[config.mk]
export PLATFORM = sky130hd
export DESIGN_NAME = encoder_position_p_controller_unit
export DESIGN_NICKNAME = d
export VERILOG_FILES = /design/src/epc_pkg.sv /design/src/epc_cfg.sv /design/src/epc_ctrl.sv /design/src/epc_out_buf.sv /design/src/encoder_position_p_controller_unit.sv
export SDC_FILE = /design/constraint.sdc
export NUM_CORES = 2
export LEC_CHECK = 0
export BUFFER_PORTS_ARGS = -buffer_cell sky130_fd_sc_hd__buf_2
export CORE_UTILIZATION = 40
export CTS_CLUSTER_SIZE = 24
export DETAILED_ROUTE_END_ITERATION = 8
export PLACE_DENSITY = 0.54
export SKIP_LAST_GASP = 1
export SYNTH_ARGS = -nofsm -noshare
export SYNTH_HDL_FRONTEND = slang
export SYNTH_HIERARCHICAL = 1
export SYNTH_SLANG_ARGS = --single-unit
[constraint.sdc]
create_clock -name clk -period 27.6 [get_ports clk]
set_input_delay 1.38 -clock clk [delete_from_list [all_inputs] [get_ports clk]]
set_output_delay 1.38 -clock clk [all_outputs]
set_load 0.03 [all_outputs]
[src/epc_pkg.sv]
// Shared types and constants for the encoder position P controller.
package epc_pkg;

  localparam int unsigned POS_WIDTH_DEF = 32;

  localparam logic [15:0] KP_GAIN_RST      = 16'd256;
  localparam logic [15:0] STOP_BAND_RST    = 16'd100;
  localparam logic [7:0]  MAX_SPEED_RST    = 8'd100;
  localparam logic [7:0]  MIN_SPEED_RST    = 8'd50;
  localparam logic [15:0] START_MARGIN_RST = 16'd20;

  typedef enum logic [1:0] {
    ACT_NONE  = 2'd0,
    ACT_DRIVE = 2'd1,
    ACT_BRAKE = 2'd2
  } action_t;

  typedef struct packed {
    logic [15:0] kp_gain;
    logic [15:0] stop_band;
    logic [7:0]  max_speed;
    logic [7:0]  min_speed;
    logic [15:0] start_margin;
  } cfg_t;

  // One result item as it leaves the block.
  typedef struct packed {
    action_t            action;
    logic signed [8:0]  drive_speed;
    logic signed [31:0] position;
    logic signed [31:0] position_error;
    logic               seeking;
    logic               last;
  } res_t;

endpackage

[src/epc_cfg.sv]
// Configuration register file of the position controller.
module epc_cfg
  import epc_pkg::*;
(
  input  logic        clk,
  input  logic        rst_n,
  input  logic        cfg_valid,
  output logic        cfg_ready,
  input  logic [2:0]  cfg_index,
  input  logic [15:0] cfg_data,
  output cfg_t        cfg
);

  typedef enum logic [2:0] {
    REG_KP_GAIN      = 3'd0,
    REG_STOP_BAND    = 3'd1,
    REG_MAX_SPEED    = 3'd2,
    REG_MIN_SPEED    = 3'd3,
    REG_START_MARGIN = 3'd4
  } reg_idx_t;

  cfg_t cfg_r;
  cfg_t cfg_nxt;

  assign cfg_ready = 1'b1;
  assign cfg       = cfg_r;

  always_comb begin
    cfg_nxt = cfg_r;
    if (cfg_valid) begin
      case (cfg_index)
        REG_KP_GAIN:      cfg_nxt.kp_gain      = cfg_data;
        REG_STOP_BAND:    cfg_nxt.stop_band    = cfg_data;
        REG_MAX_SPEED:    cfg_nxt.max_speed    = cfg_data[7:0];
        REG_MIN_SPEED:    cfg_nxt.min_speed    = cfg_data[7:0];
        REG_START_MARGIN: cfg_nxt.start_margin = cfg_data;
        default:          cfg_nxt = cfg_r;  // writes past the list are dropped
      endcase
    end
  end

  always_ff @(posedge clk) begin
    if (!rst_n) begin
      cfg_r.kp_gain      <= KP_GAIN_RST;
      cfg_r.stop_band    <= STOP_BAND_RST;
      cfg_r.max_speed    <= MAX_SPEED_RST;
      cfg_r.min_speed    <= MIN_SPEED_RST;
      cfg_r.start_margin <= START_MARGIN_RST;
    end else begin
      cfg_r <= cfg_nxt;
    end
  end

endmodule

[src/epc_ctrl.sv]
// One proportional control step: error, scaled speed, clamp and brake decision.
module epc_ctrl
  import epc_pkg::*;
#(
  parameter int unsigned POS_WIDTH = POS_WIDTH_DEF
) (
  input  cfg_t                        cfg,
  input  logic                        seek_in,
  input  logic signed [POS_WIDTH-1:0] target,
  input  logic signed [POS_WIDTH-1:0] position,
  input  logic signed [POS_WIDTH-1:0] prev_err,
  output action_t                     action,
  output logic signed [8:0]           speed,
  output logic                        seek_out,
  output logic signed [POS_WIDTH-1:0] prev_err_out
);

  logic signed [POS_WIDTH-1:0] err;
  logic [POS_WIDTH-1:0]        emag;
  logic [23:0]                 emag_lo;
  logic [39:0]                 prod;
  logic [31:0]                 scaled;
  logic                        big;
  logic                        better;
  logic [7:0]                  smag_clamp;
  logic [7:0]                  smag;

  assign err     = target - position;
  assign better  = err < prev_err;
  assign emag    = err[POS_WIDTH-1] ? POS_WIDTH'(-err) : POS_WIDTH'(err);
  assign big     = (emag >> 24) != '0;
  assign emag_lo = 24'(emag);
  assign prod    = 40'(emag_lo) * 40'(cfg.kp_gain);
  assign scaled  = prod[39:8];

  always_comb begin
    if (big && (cfg.kp_gain != '0)) begin
      smag_clamp = cfg.max_speed;
    end else if (scaled > 32'(cfg.max_speed)) begin
      smag_clamp = cfg.max_speed;
    end else begin
      smag_clamp = scaled[7:0];
    end
    // small nonzero speeds are lifted to the minimum; zero stays zero
    if ((smag_clamp != '0) && (smag_clamp <= cfg.min_speed)) begin
      smag = cfg.min_speed;
    end else begin
      smag = smag_clamp;
    end
  end

  always_comb begin
    action       = ACT_NONE;
    speed        = '0;
    seek_out     = seek_in;
    prev_err_out = prev_err;
    if (seek_in) begin
      if ((emag <= POS_WIDTH'(cfg.stop_band)) || !better) begin
        action   = ACT_BRAKE;
        seek_out = 1'b0;
      end else begin
        action       = ACT_DRIVE;
        prev_err_out = err;
        // drive against the sign of the error
        speed = err[POS_WIDTH-1] ? $signed({1'b0, smag}) : -$signed({1'b0, smag});
      end
    end
  end

endmodule

[src/epc_out_buf.sv]
// Two-slot result buffer: holds one or two result items and hands them out in order.
module epc_out_buf
  import epc_pkg::*;
(
  input  logic clk,
  input  logic rst_n,
  input  logic load,
  input  logic load_two,
  input  res_t res0,
  input  res_t res1,
  output logic can_load,
  output logic out_valid,
  input  logic out_ready,
  output res_t out_res
);

  logic [1:0] cnt_r;
  logic [1:0] cnt_nxt;
  res_t       slot0_r;
  res_t       slot1_r;
  logic       pop;

  assign pop       = (cnt_r != 2'd0) && out_ready;
  assign can_load  = (cnt_r == 2'd0) || ((cnt_r == 2'd1) && out_ready);
  assign out_valid = cnt_r != 2'd0;
  assign out_res   = slot0_r;

  always_comb begin
    cnt_nxt = cnt_r;
    if (load) begin
      cnt_nxt = load_two ? 2'd2 : 2'd1;
    end else if (pop) begin
      cnt_nxt = cnt_r - 2'd1;
    end
  end

  always_ff @(posedge clk) begin
    if (!rst_n) begin
      cnt_r <= 2'd0;
    end else begin
      cnt_r <= cnt_nxt;
    end
  end

  always_ff @(posedge clk) begin
    if (load) begin
      slot0_r <= res0;
      slot1_r <= res1;
    end else if (pop) begin
      slot0_r <= slot1_r;
    end
  end

endmodule

[src/encoder_position_p_controller_unit.sv]
// Top level of the encoder position P controller.
//
// Input items arrive on in_* (opcode in in_tuser, encoder count, move distance
// and manual speed in in_tdata) and are accepted on in_tvalid & in_tready.
// Each item is registered, processed combinationally against the held position
// state, and its results are loaded into a two-entry result buffer.
// A relative move gives two result items (the second with out_tlast set);
// every other opcode gives one. Results leave on out_*, action in out_tuser.
// An accepted item passes through the input register and the result buffer
// before its first result shows. Throughput: one item per cycle while out_tready
// is high; a move's two results leave one after the other, and the next item waits.
// When out_tready is low the result buffer holds, the input register fills,
// and in_tready drops; no item is lost or repeated.
// Configuration writes (cfg_valid, always ready) are taken any cycle and must
// only happen while the block is idle.
// Reset (rst_n low, synchronous) restores register defaults, clears position,
// offset, target and previous error, and ends any move.
module encoder_position_p_controller_unit
  import epc_pkg::*;
#(
  parameter int unsigned POS_WIDTH = POS_WIDTH_DEF
) (
  input  logic        clk,
  input  logic        rst_n,
  input  logic        cfg_valid,
  output logic        cfg_ready,
  input  logic [2:0]  cfg_index,
  input  logic [15:0] cfg_data,
  input  logic        in_tvalid,
  output logic        in_tready,
  input  logic [79:0] in_tdata,   // raw_position, move_delta, manual_speed, zero pad
  input  logic [2:0]  in_tuser,   // opcode
  output logic        out_tvalid,
  input  logic        out_tready,
  output logic [79:0] out_tdata,  // drive_speed, position, position_error, seeking, pad
  output logic [1:0]  out_tuser,  // action
  output logic        out_tlast
);

  typedef enum logic [2:0] {
    OP_SAMPLE = 3'd0,
    OP_MOVE   = 3'd1,
    OP_BRAKE  = 3'd2,
    OP_MANUAL = 3'd3,
    OP_ZERO   = 3'd4
  } opcode_t;

  typedef logic signed [POS_WIDTH-1:0] pos_t;

  cfg_t cfg;

  // input register
  logic               vld_r;
  logic [2:0]         op_r;
  logic signed [31:0] raw_r;
  logic signed [31:0] delta_r;
  logic signed [8:0]  manual_r;

  // position state
  pos_t zero_off_r, zero_off_nxt;
  pos_t pos_r, pos_nxt;
  pos_t target_r, target_nxt;
  pos_t prev_r, prev_nxt;
  logic seek_r, seek_nxt;

  logic in_acc;
  logic advance;
  logic can_load;
  logic load_two;
  res_t res0, res1, out_res;

  pos_t              raw_w, delta_w, pos_s, tgt_move, prev_seed;
  action_t           act_a, act_b;
  logic signed [8:0] spd_a, spd_b, man_spd;
  logic              seek_a, seek_b;
  pos_t              prev_a, prev_b;

  epc_cfg u_cfg (
    .clk       (clk),
    .rst_n     (rst_n),
    .cfg_valid (cfg_valid),
    .cfg_ready (cfg_ready),
    .cfg_index (cfg_index),
    .cfg_data  (cfg_data),
    .cfg       (cfg)
  );

  assign in_acc    = in_tvalid && in_tready;
  assign in_tready = !vld_r || can_load;
  assign advance   = vld_r && can_load;

  always_ff @(posedge clk) begin
    if (!rst_n) begin
      vld_r <= 1'b0;
    end else if (in_acc) begin
      vld_r <= 1'b1;
    end else if (advance) begin
      vld_r <= 1'b0;
    end
  end

  always_ff @(posedge clk) begin
    if (in_acc) begin
      raw_r    <= $signed(in_tdata[31:0]);
      delta_r  <= $signed(in_tdata[63:32]);
      manual_r <= $signed(in_tdata[72:64]);
      op_r     <= in_tuser;
    end
  end

  assign raw_w     = POS_WIDTH'(raw_r);
  assign delta_w   = POS_WIDTH'(delta_r);
  assign pos_s     = raw_w - zero_off_r;
  assign tgt_move  = pos_s + delta_w;
  assign prev_seed = delta_w + POS_WIDTH'(cfg.start_margin);
  assign man_spd   = (manual_r == -9'sd256) ? -9'sd255 : manual_r;

  // step against the current target
  epc_ctrl #(.POS_WIDTH(POS_WIDTH)) u_ctrl_a (
    .cfg          (cfg),
    .seek_in      (seek_r),
    .target       (target_r),
    .position     (pos_s),
    .prev_err     (prev_r),
    .action       (act_a),
    .speed        (spd_a),
    .seek_out     (seek_a),
    .prev_err_out (prev_a)
  );

  // step against a freshly set move target
  epc_ctrl #(.POS_WIDTH(POS_WIDTH)) u_ctrl_b (
    .cfg          (cfg),
    .seek_in      (1'b1),
    .target       (tgt_move),
    .position     (pos_s),
    .prev_err     (prev_seed),
    .action       (act_b),
    .speed        (spd_b),
    .seek_out     (seek_b),
    .prev_err_out (prev_b)
  );

  always_comb begin
    zero_off_nxt = zero_off_r;
    pos_nxt      = pos_r;
    target_nxt   = target_r;
    prev_nxt     = prev_r;
    seek_nxt     = seek_r;
    load_two     = 1'b0;

    res0.action         = ACT_NONE;
    res0.drive_speed    = '0;
    res0.position       = 32'(pos_r);
    res0.position_error = 32'(pos_t'(target_r - pos_r));
    res0.seeking        = seek_r;
    res0.last           = 1'b1;

    res1.action         = act_b;
    res1.drive_speed    = spd_b;
    res1.position       = 32'(pos_s);
    res1.position_error = 32'(pos_t'(tgt_move - pos_s));
    res1.seeking        = seek_b;
    res1.last           = 1'b1;

    case (op_r)
      OP_SAMPLE, OP_MOVE: begin
        pos_nxt             = pos_s;
        prev_nxt            = prev_a;
        seek_nxt            = seek_a;
        res0.action         = act_a;
        res0.drive_speed    = spd_a;
        res0.position       = 32'(pos_s);
        res0.position_error = 32'(pos_t'(target_r - pos_s));
        res0.seeking        = seek_a;
        if (op_r == OP_MOVE) begin
          load_two   = 1'b1;
          res0.last  = 1'b0;
          target_nxt = tgt_move;
          prev_nxt   = prev_b;
          seek_nxt   = seek_b;
        end
      end
      OP_BRAKE: begin
        seek_nxt     = 1'b0;
        res0.action  = ACT_BRAKE;
        res0.seeking = 1'b0;
      end
      OP_MANUAL: begin
        res0.action      = ACT_DRIVE;
        res0.drive_speed = man_spd;
      end
      OP_ZERO: begin
        zero_off_nxt = raw_w;
      end
      default: begin
        // unknown opcodes report the current state only
        res0.action = ACT_NONE;
      end
    endcase
  end

  always_ff @(posedge clk) begin
    if (!rst_n) begin
      zero_off_r <= '0;
      pos_r      <= '0;
      target_r   <= '0;
      prev_r     <= '0;
      seek_r     <= 1'b0;
    end else if (advance) begin
      zero_off_r <= zero_off_nxt;
      pos_r      <= pos_nxt;
      target_r   <= target_nxt;
      prev_r     <= prev_nxt;
      seek_r     <= seek_nxt;
    end
  end

  epc_out_buf u_out_buf (
    .clk       (clk),
    .rst_n     (rst_n),
    .load      (advance),
    .load_two  (load_two),
    .res0      (res0),
    .res1      (res1),
    .can_load  (can_load),
    .out_valid (out_tvalid),
    .out_ready (out_tready),
    .out_res   (out_res)
  );

  assign out_tuser = out_res.action;
  assign out_tlast = out_res.last;
  assign out_tdata = {6'b0, out_res.seeking, out_res.position_error,
                      out_res.position, out_res.drive_speed};

endmodule
---- Word level (Yosys, flattened, before mapping) ----
Index checks and enable logic that the tools add are counted.
operators by class
  add/subtract/negate cells ............... 11
  multiply operators ...................... 2
  div/mod/pow operators ................... 0
  order comparisons ....................... 8
  eq/ne operators ......................... 11
  shifts and indexed selects .............. 0
  multiplexer cells ....................... 40
  bitwise logic cells ..................... 0
  reductions and logical operators ........ 40
operator list
  operator                                        count
  two-way mux 32 bit                              6
  two-way mux 77 bit                              2
  subtractor 32 bit                               4
  multiplier 24 x 16 -> 40 bit                    2
  > comparator 32 x 8 -> 1 bit                    2
  less-or-equal comparator 32 x 16 -> 1 bit       2
  less-than comparator 32 bit                     2
  two-way mux 64 bit                              1
  negator 32 bit                                  2
  nonzero test 32 bit                             2
  two-way mux 8 bit                               7
  two-way mux 9 bit                               4
  adder 32 x 16 -> 32 bit                         1
  adder 32 bit                                    1
  negator 8 -> 9 bit                              2
  one-hot mux 9 bit (2 select lines)              1
  less-or-equal comparator 8 bit                  2
  AND reduction 2 bit                             8
  nonzero test 16 bit                             1
  nonzero test 8 bit                              2
  == test 3 x 2 -> 1 bit (second input constant)  4
  two-way mux 2 bit                               6
  two-way mux 1 bit                               10
  nonzero test 2 bit                              5
  other kinds (16)                                33
word-level totals
  register bits ........................... 425
  bits in latches ......................... 0
  memory bits (writable) .................. 0
  ROM bits ................................ 0
  output and inout bits ................... 86
  memories ................................ 0

---- Logic depth before layout (Yosys ltp) ----
  word-level depth ........................ 17
  gate-level depth with buffers ........... 88
  gate-level depth less buffers ........... 83

---- Modules after synthesis ----
Netlist, hierarchy kept.
modules (own cells, without submodules)
  module                              instances  cells an instance  area each (um^2)  seq. area each (um^2)
  epc_ctrl at u_ctrl_b                1          2470               18959.4           0.0
  epc_ctrl at u_ctrl_a                1          2388               18552.8           0.0
  encoder_position_p_controller_unit  1          1846               15278.4           4884.7
  epc_out_buf                         1          259                5703.0            4664.5
  epc_cfg                             1          240                2499.9            1281.2

---- Worst setup path after synthesis ----
No wires, ideal clock.
  path kind ............................... register to register
  from .................................... reg raw_r[0]
  to ...................................... reg u_out_buf/slot1_r[72] in the netlist's numbering (data pin)
  setup time .............................. 0.257 ns
  data arrival time ....................... 18.239 ns
  setup slack ............................. 9.104 ns
  cell stages (with the launch flop) ...... 84
  buffers on the path ..................... 5
  cells stage by stage .................... edfxtp_1 -> inv_1 -> ha_1 -> inv_1 -> fa_1 -> a21o_1 -> a31o_2 -> o21a_1 -> o21ai_0 -> o21ai_0 -> xnor2_1 -> inv_1 -> ha_1 -> o21ai_0 -> o21bai_1 -> or4_1 -> o21ai_1 -> a21boi_0 -> [... 48 more ...] -> ha_1 -> nor2b_1 -> o21a_1 -> o21ai_0 -> nand2b_1 -> a21oi_1 -> o21ai_0 -> o21ai_0 -> inv_1 -> a21oi_1 -> mux2i_2 -> mux2_2 -> ha_1 -> nand2_1 -> a31oi_1 -> a311oi_1 -> xor2_1 -> nor2_1
on the way
  longest elaborated chain between the ends .. 14
  elaborated cells on any way between the ends .. 21
ends and longest elaborated chain
  what                                                                  RTL line                                   source
  start: declaration                                                    encoder_position_p_controller_unit.sv:55   logic signed [31:0] raw_r;
  start signal: assignment                                              encoder_position_p_controller_unit.sv:104  raw_r <= $signed(in_tdata[31:0]);
  subtractor 32 bit (*)                                                 encoder_position_p_controller_unit.sv:113  assign pos_s = raw_w - zero_off_r;
  via pos_s[16]                                                         encoder_position_p_controller_unit.sv:72   pos_t raw_w, delta_w, pos_s, tgt_move, prev_seed;
  adder 32 bit (*)                                                      encoder_position_p_controller_unit.sv:114  assign tgt_move = pos_s + delta_w;
  via tgt_move[22]                                                      encoder_position_p_controller_unit.sv:72
  subtractor 32 bit (*)                                                 epc_ctrl.sv:28                             assign err = target - position;
  negator 32 bit                                                        epc_ctrl.sv:30                             assign emag = err[POS_WIDTH-1] ? POS_WIDTH'(-err) : POS_WIDTH'(err);
  two-way mux 32 bit                                                    epc_ctrl.sv:30
  multiplier 24 x 16 -> 40 bit                                          epc_ctrl.sv:33                             assign prod = 40'(emag_lo) * 40'(cfg.kp_gain);
  > comparator 32 x 8 -> 1 bit                                          epc_ctrl.sv:39                             end else if (scaled > 32'(cfg.max_speed)) begin
  two-way mux 8 bit                                                     epc_ctrl.sv:39
  two-way mux 8 bit                                                     epc_ctrl.sv:37                             if (big && (cfg.kp_gain != '0)) begin
  less-or-equal comparator 8 bit or nonzero test 8 bit (tied branches)  epc_ctrl.sv:45                             if ((smag_clamp != '0) && (smag_clamp <= cfg.min_speed)) begin
  logical AND 1 bit                                                     epc_ctrl.sv:45
  two-way mux 8 bit                                                     epc_ctrl.sv:45
  negator 8 -> 9 bit                                                    epc_ctrl.sv:65                             speed = err[POS_WIDTH-1] ? $signed({1'b0, smag}) : -$signed({1'b0, smag});
  two-way mux 8 bit                                                     epc_ctrl.sv:65
  end signal: assignment                                                epc_out_buf.sv:48                          slot1_r <= res1;
  end: declaration                                                      epc_out_buf.sv:20                          res_t slot1_r;
Mark *: on every way through the listed nets, which the timed path passes. The rest lies on a longest branch.
A chain may end at the register's enable or synchronous reset.

---- Worst setup path in the final report ----
Same ends and word-level chain as after synthesis.

==> impl_metrics.env <==
export IMPL_yosysTopAreaCellShare_pct=20.25
export IMPL_end_kind="flip-flop"
export IMPL_final_cell_mix="inv_1 (1,039), nand2_1 (953), fa_1 (617)"
export IMPL_synth_area_leaders="fa_1 (20%), edfxtp_1 (11%), ha_1 (11%)"
export IMPL_die_area_um2=154000
export IMPL_die_w_um=392.5
export IMPL_wl_um=198400
export IMPL_cts_hold_buffers=0
export IMPL_drtIter0Drc=3418
export IMPL_fp_row_count=142
export IMPL_period_share_pct=81.21
export IMPL_finalSetupViolCount=0
export IMPL_place_gp_congestion=0.9510
export IMPL_coreArea_um2=150700
export IMPL_syn_area_um2=60990
export IMPL_vias=51440
export IMPL_cts_root_buf="clkbuf_16"
export IMPL_finalClockSkew_ns=0.07121
export IMPL_grt_util_all_layers_pct=25.65
export IMPL_hold_viol=0
export IMPL_vias_per_cell=5.537
export IMPL_cts_buffers=53
export IMPL_synth_area_per_cell_um2=8.468
export IMPL_grt_pass1_wl_um=304100
export IMPL_clock_latency_ns=0.67
export IMPL_worstSetupPathType="flip-flop to flip-flop"
export IMPL_grt_max_degree=86
export IMPL_setup_tns_ns=0
export IMPL_regToRegEndpoint="u_out_buf/slot1_r[72]"
export IMPL_start_util_pct=40.48
export IMPL_syn_to_final_growth_pct=7.799
export IMPL_final_min_clock_period_ns=22.41
export IMPL_hp_class="flip-flop to flip-flop"
export IMPL_pin_count=193
export IMPL_synth_seq_area_share_pct=17.76
export IMPL_cap_violations=0
export IMPL_synth_edf_count=230
export IMPL_critPathMaxFanout=27
export IMPL_postSynthCellCount=7203
export IMPL_required_ns=27.95
export IMPL_cts_repair_resized=0
export IMPL_grt_pass1_vias=51820
export IMPL_antenna_left=0
export IMPL_slowest_delay_ns=0.61
export IMPL_min_to="zero_off_r[12]"
export IMPL_fp_dieH_um=392.5
export IMPL_slew_viol_final=0
export IMPL_drive_above_1_share_pct=8.004
export IMPL_path_common_cell="inv_1"
export IMPL_cts_max_path_buffers=3
export IMPL_antenna_found_initial=4
export IMPL_critPathArrivalTime_ns=22.77
export IMPL_avgRoutedWirePerCell_um=21.36
export IMPL_worst_pin_slew_ns=1.225
export IMPL_final_cells=9289
export IMPL_cts_sinks=426
export IMPL_clk_pin_slew_ns=0.06
export IMPL_preCtsSetupSlack_ns=5.352
export IMPL_synth_top_flop_cell="edfxtp_1"
export IMPL_portBuffers=178
export IMPL_place_inst=9188
export IMPL_rsz0062_at_grt="no"
export IMPL_worstReg2RegStart="raw_r[0]"
export IMPL_dp_hpwl_um=153400
export IMPL_yosysTopAreaCell="fa_1"
export IMPL_yosysWarnings=6
export IMPL_fmax_mhz=44.62
export IMPL_min_path_cells=2
export IMPL_grt_overflow=0
export IMPL_ys_types=122
export IMPL_htree_levels=2
export IMPL_nFillCells=15210
export IMPL_cts_setup_buffers=0
export IMPL_fin_nets=8503
export IMPL_outcome="complete, no violations"
export IMPL_synth_seq_cells=426
export IMPL_async_flop_share_pct=0
export IMPL_slowest_stage="a21oi_1"
export IMPL_worst_r2r_setup_slack_ns=5.19
export IMPL_drc=0
export IMPL_reg2regPathDepth=82
export IMPL_worstHoldStart="zero_off_r[12]"
export IMPL_start_kind="flip-flop"
export IMPL_slew_headroom_pct=17.94
export IMPL_final_common_cell="inv_1"
export IMPL_first_pass_iters=6
export IMPL_fin_ws_ns=5.187
export IMPL_tritoncts="yes"
==> through the flow <==
stage               hold WS (ns)  area (µm²)  util (%)
finish                    0.4529       65750     43.64
global route              0.4724       65750     43.64
CTS                       0.4549       65750     43.64
detailed placement        0.4465       63930     42.43
global placement          0.4418       63930     42.43
floorplan                 0.4358       61020         -
==> area by class of cell <==
class | count | area [µm²] | share of cell area, %
multi-input combinational | 5417 | 44950 | 68.36
clock inverter | 32 | 361.6 | 0.5500
inverter | 1046 | 3934 | 5.983
sequential | 426 | 10840 | 16.49
antenna | 2 | 5.005 | 0.007612
tap | 2016 | 2522 | 3.836
clock buffer | 67 | 1459 | 2.219
timing repair buffer | 283 | 1682 | 2.558
==> sequential cells by signal, summed over array words and instances, names as in the netlist <==
register,cells
delta_r,32
manual_r,9
op_r,3
pos_r,32
prev_r,32
raw_r,32
seek_r,1
target_r,32
u_cfg/cfg,64
u_out_buf/cnt_r,2
u_out_buf/out_res,77
u_out_buf/slot1_r,77
vld_r,1
zero_off_r,32
==> kinds of logic after synthesis <==
| logic type | synth area share [%] |
|---|---|
| adder cells (fa/ha/maj) | 31.57 |
| other | 0.01846 |
| flip-flops | 17.76 |
| XOR/XNOR | 3.768 |
| AO/OA/AOI/OAI | 15.32 |
| buffers and inverters | 8.778 |
| AND/OR/NAND/NOR | 18.53 |
| multiplexers | 4.255 |
==> worst max path at each step <==
stage              from                     to  slack [ns]
6_report       raw_r[0]  u_out_buf/slot1_r[72]        5.19
2_1_floorplan  raw_r[0]  u_out_buf/slot1_r[72]        9.10
3_5_place_dp   raw_r[0]  u_out_buf/slot1_r[72]        5.35
5_1_grt        raw_r[0]  u_out_buf/slot1_r[72]        3.71
3_3_place_gp   raw_r[0]  u_out_buf/slot1_r[72]        5.43
4_1_cts        raw_r[0]  u_out_buf/slot1_r[72]        5.26
==> routing by layer <==
metal  global-route usage [%]  routed length, µm  up-vias
li1                         -                  -    24240
met1                    34.62              88170    25440
met2                    42.75              92420     1468
met3                    3.253              11660      287
met4                    7.408               6164        4
met5                        0                 22        -
==> synthesized netlist by cell type, types with 39 or more instances <==
master    instances
and3_1           50
clkbuf_1        247
fa_1            617
nand4_1          80
dfxtp_1         196
a21oi_1         403
nor3_1           88
xor2_1           89
and2_1          345
nor2_1          319
ha_1            552
nand3_1         111
a211oi_1         90
nor2b_1          85
a31oi_1          43
inv_1          1040
mux2i_1         148
a21o_1          146
xnor2_1         167
nand2b_1         59
mux2_2           95
edfxtp_1        230
o21bai_1         40
nor4_1           39
nand2_1         953
o211ai_1         39
o21a_1           80
o21ai_0         288
==> critical path: cells and delay by family, from the launching register on <==
kind | cells | cell delay (ns)
multiplexers | 3 | 1.07
AO/OA/AOI/OAI | 30 | 7.52
buffers and inverters | 14 | 2.33
AND/OR/NAND/NOR | 16 | 3.82
flip-flops | 1 | 0.38
adder cells (fa/ha/maj) | 14 | 5.74
XOR/XNOR | 5 | 1.20
Power is left out: the tool's default activity adds up to more than one toggle a clock period on the data nets, which glitch-free logic cannot reach.
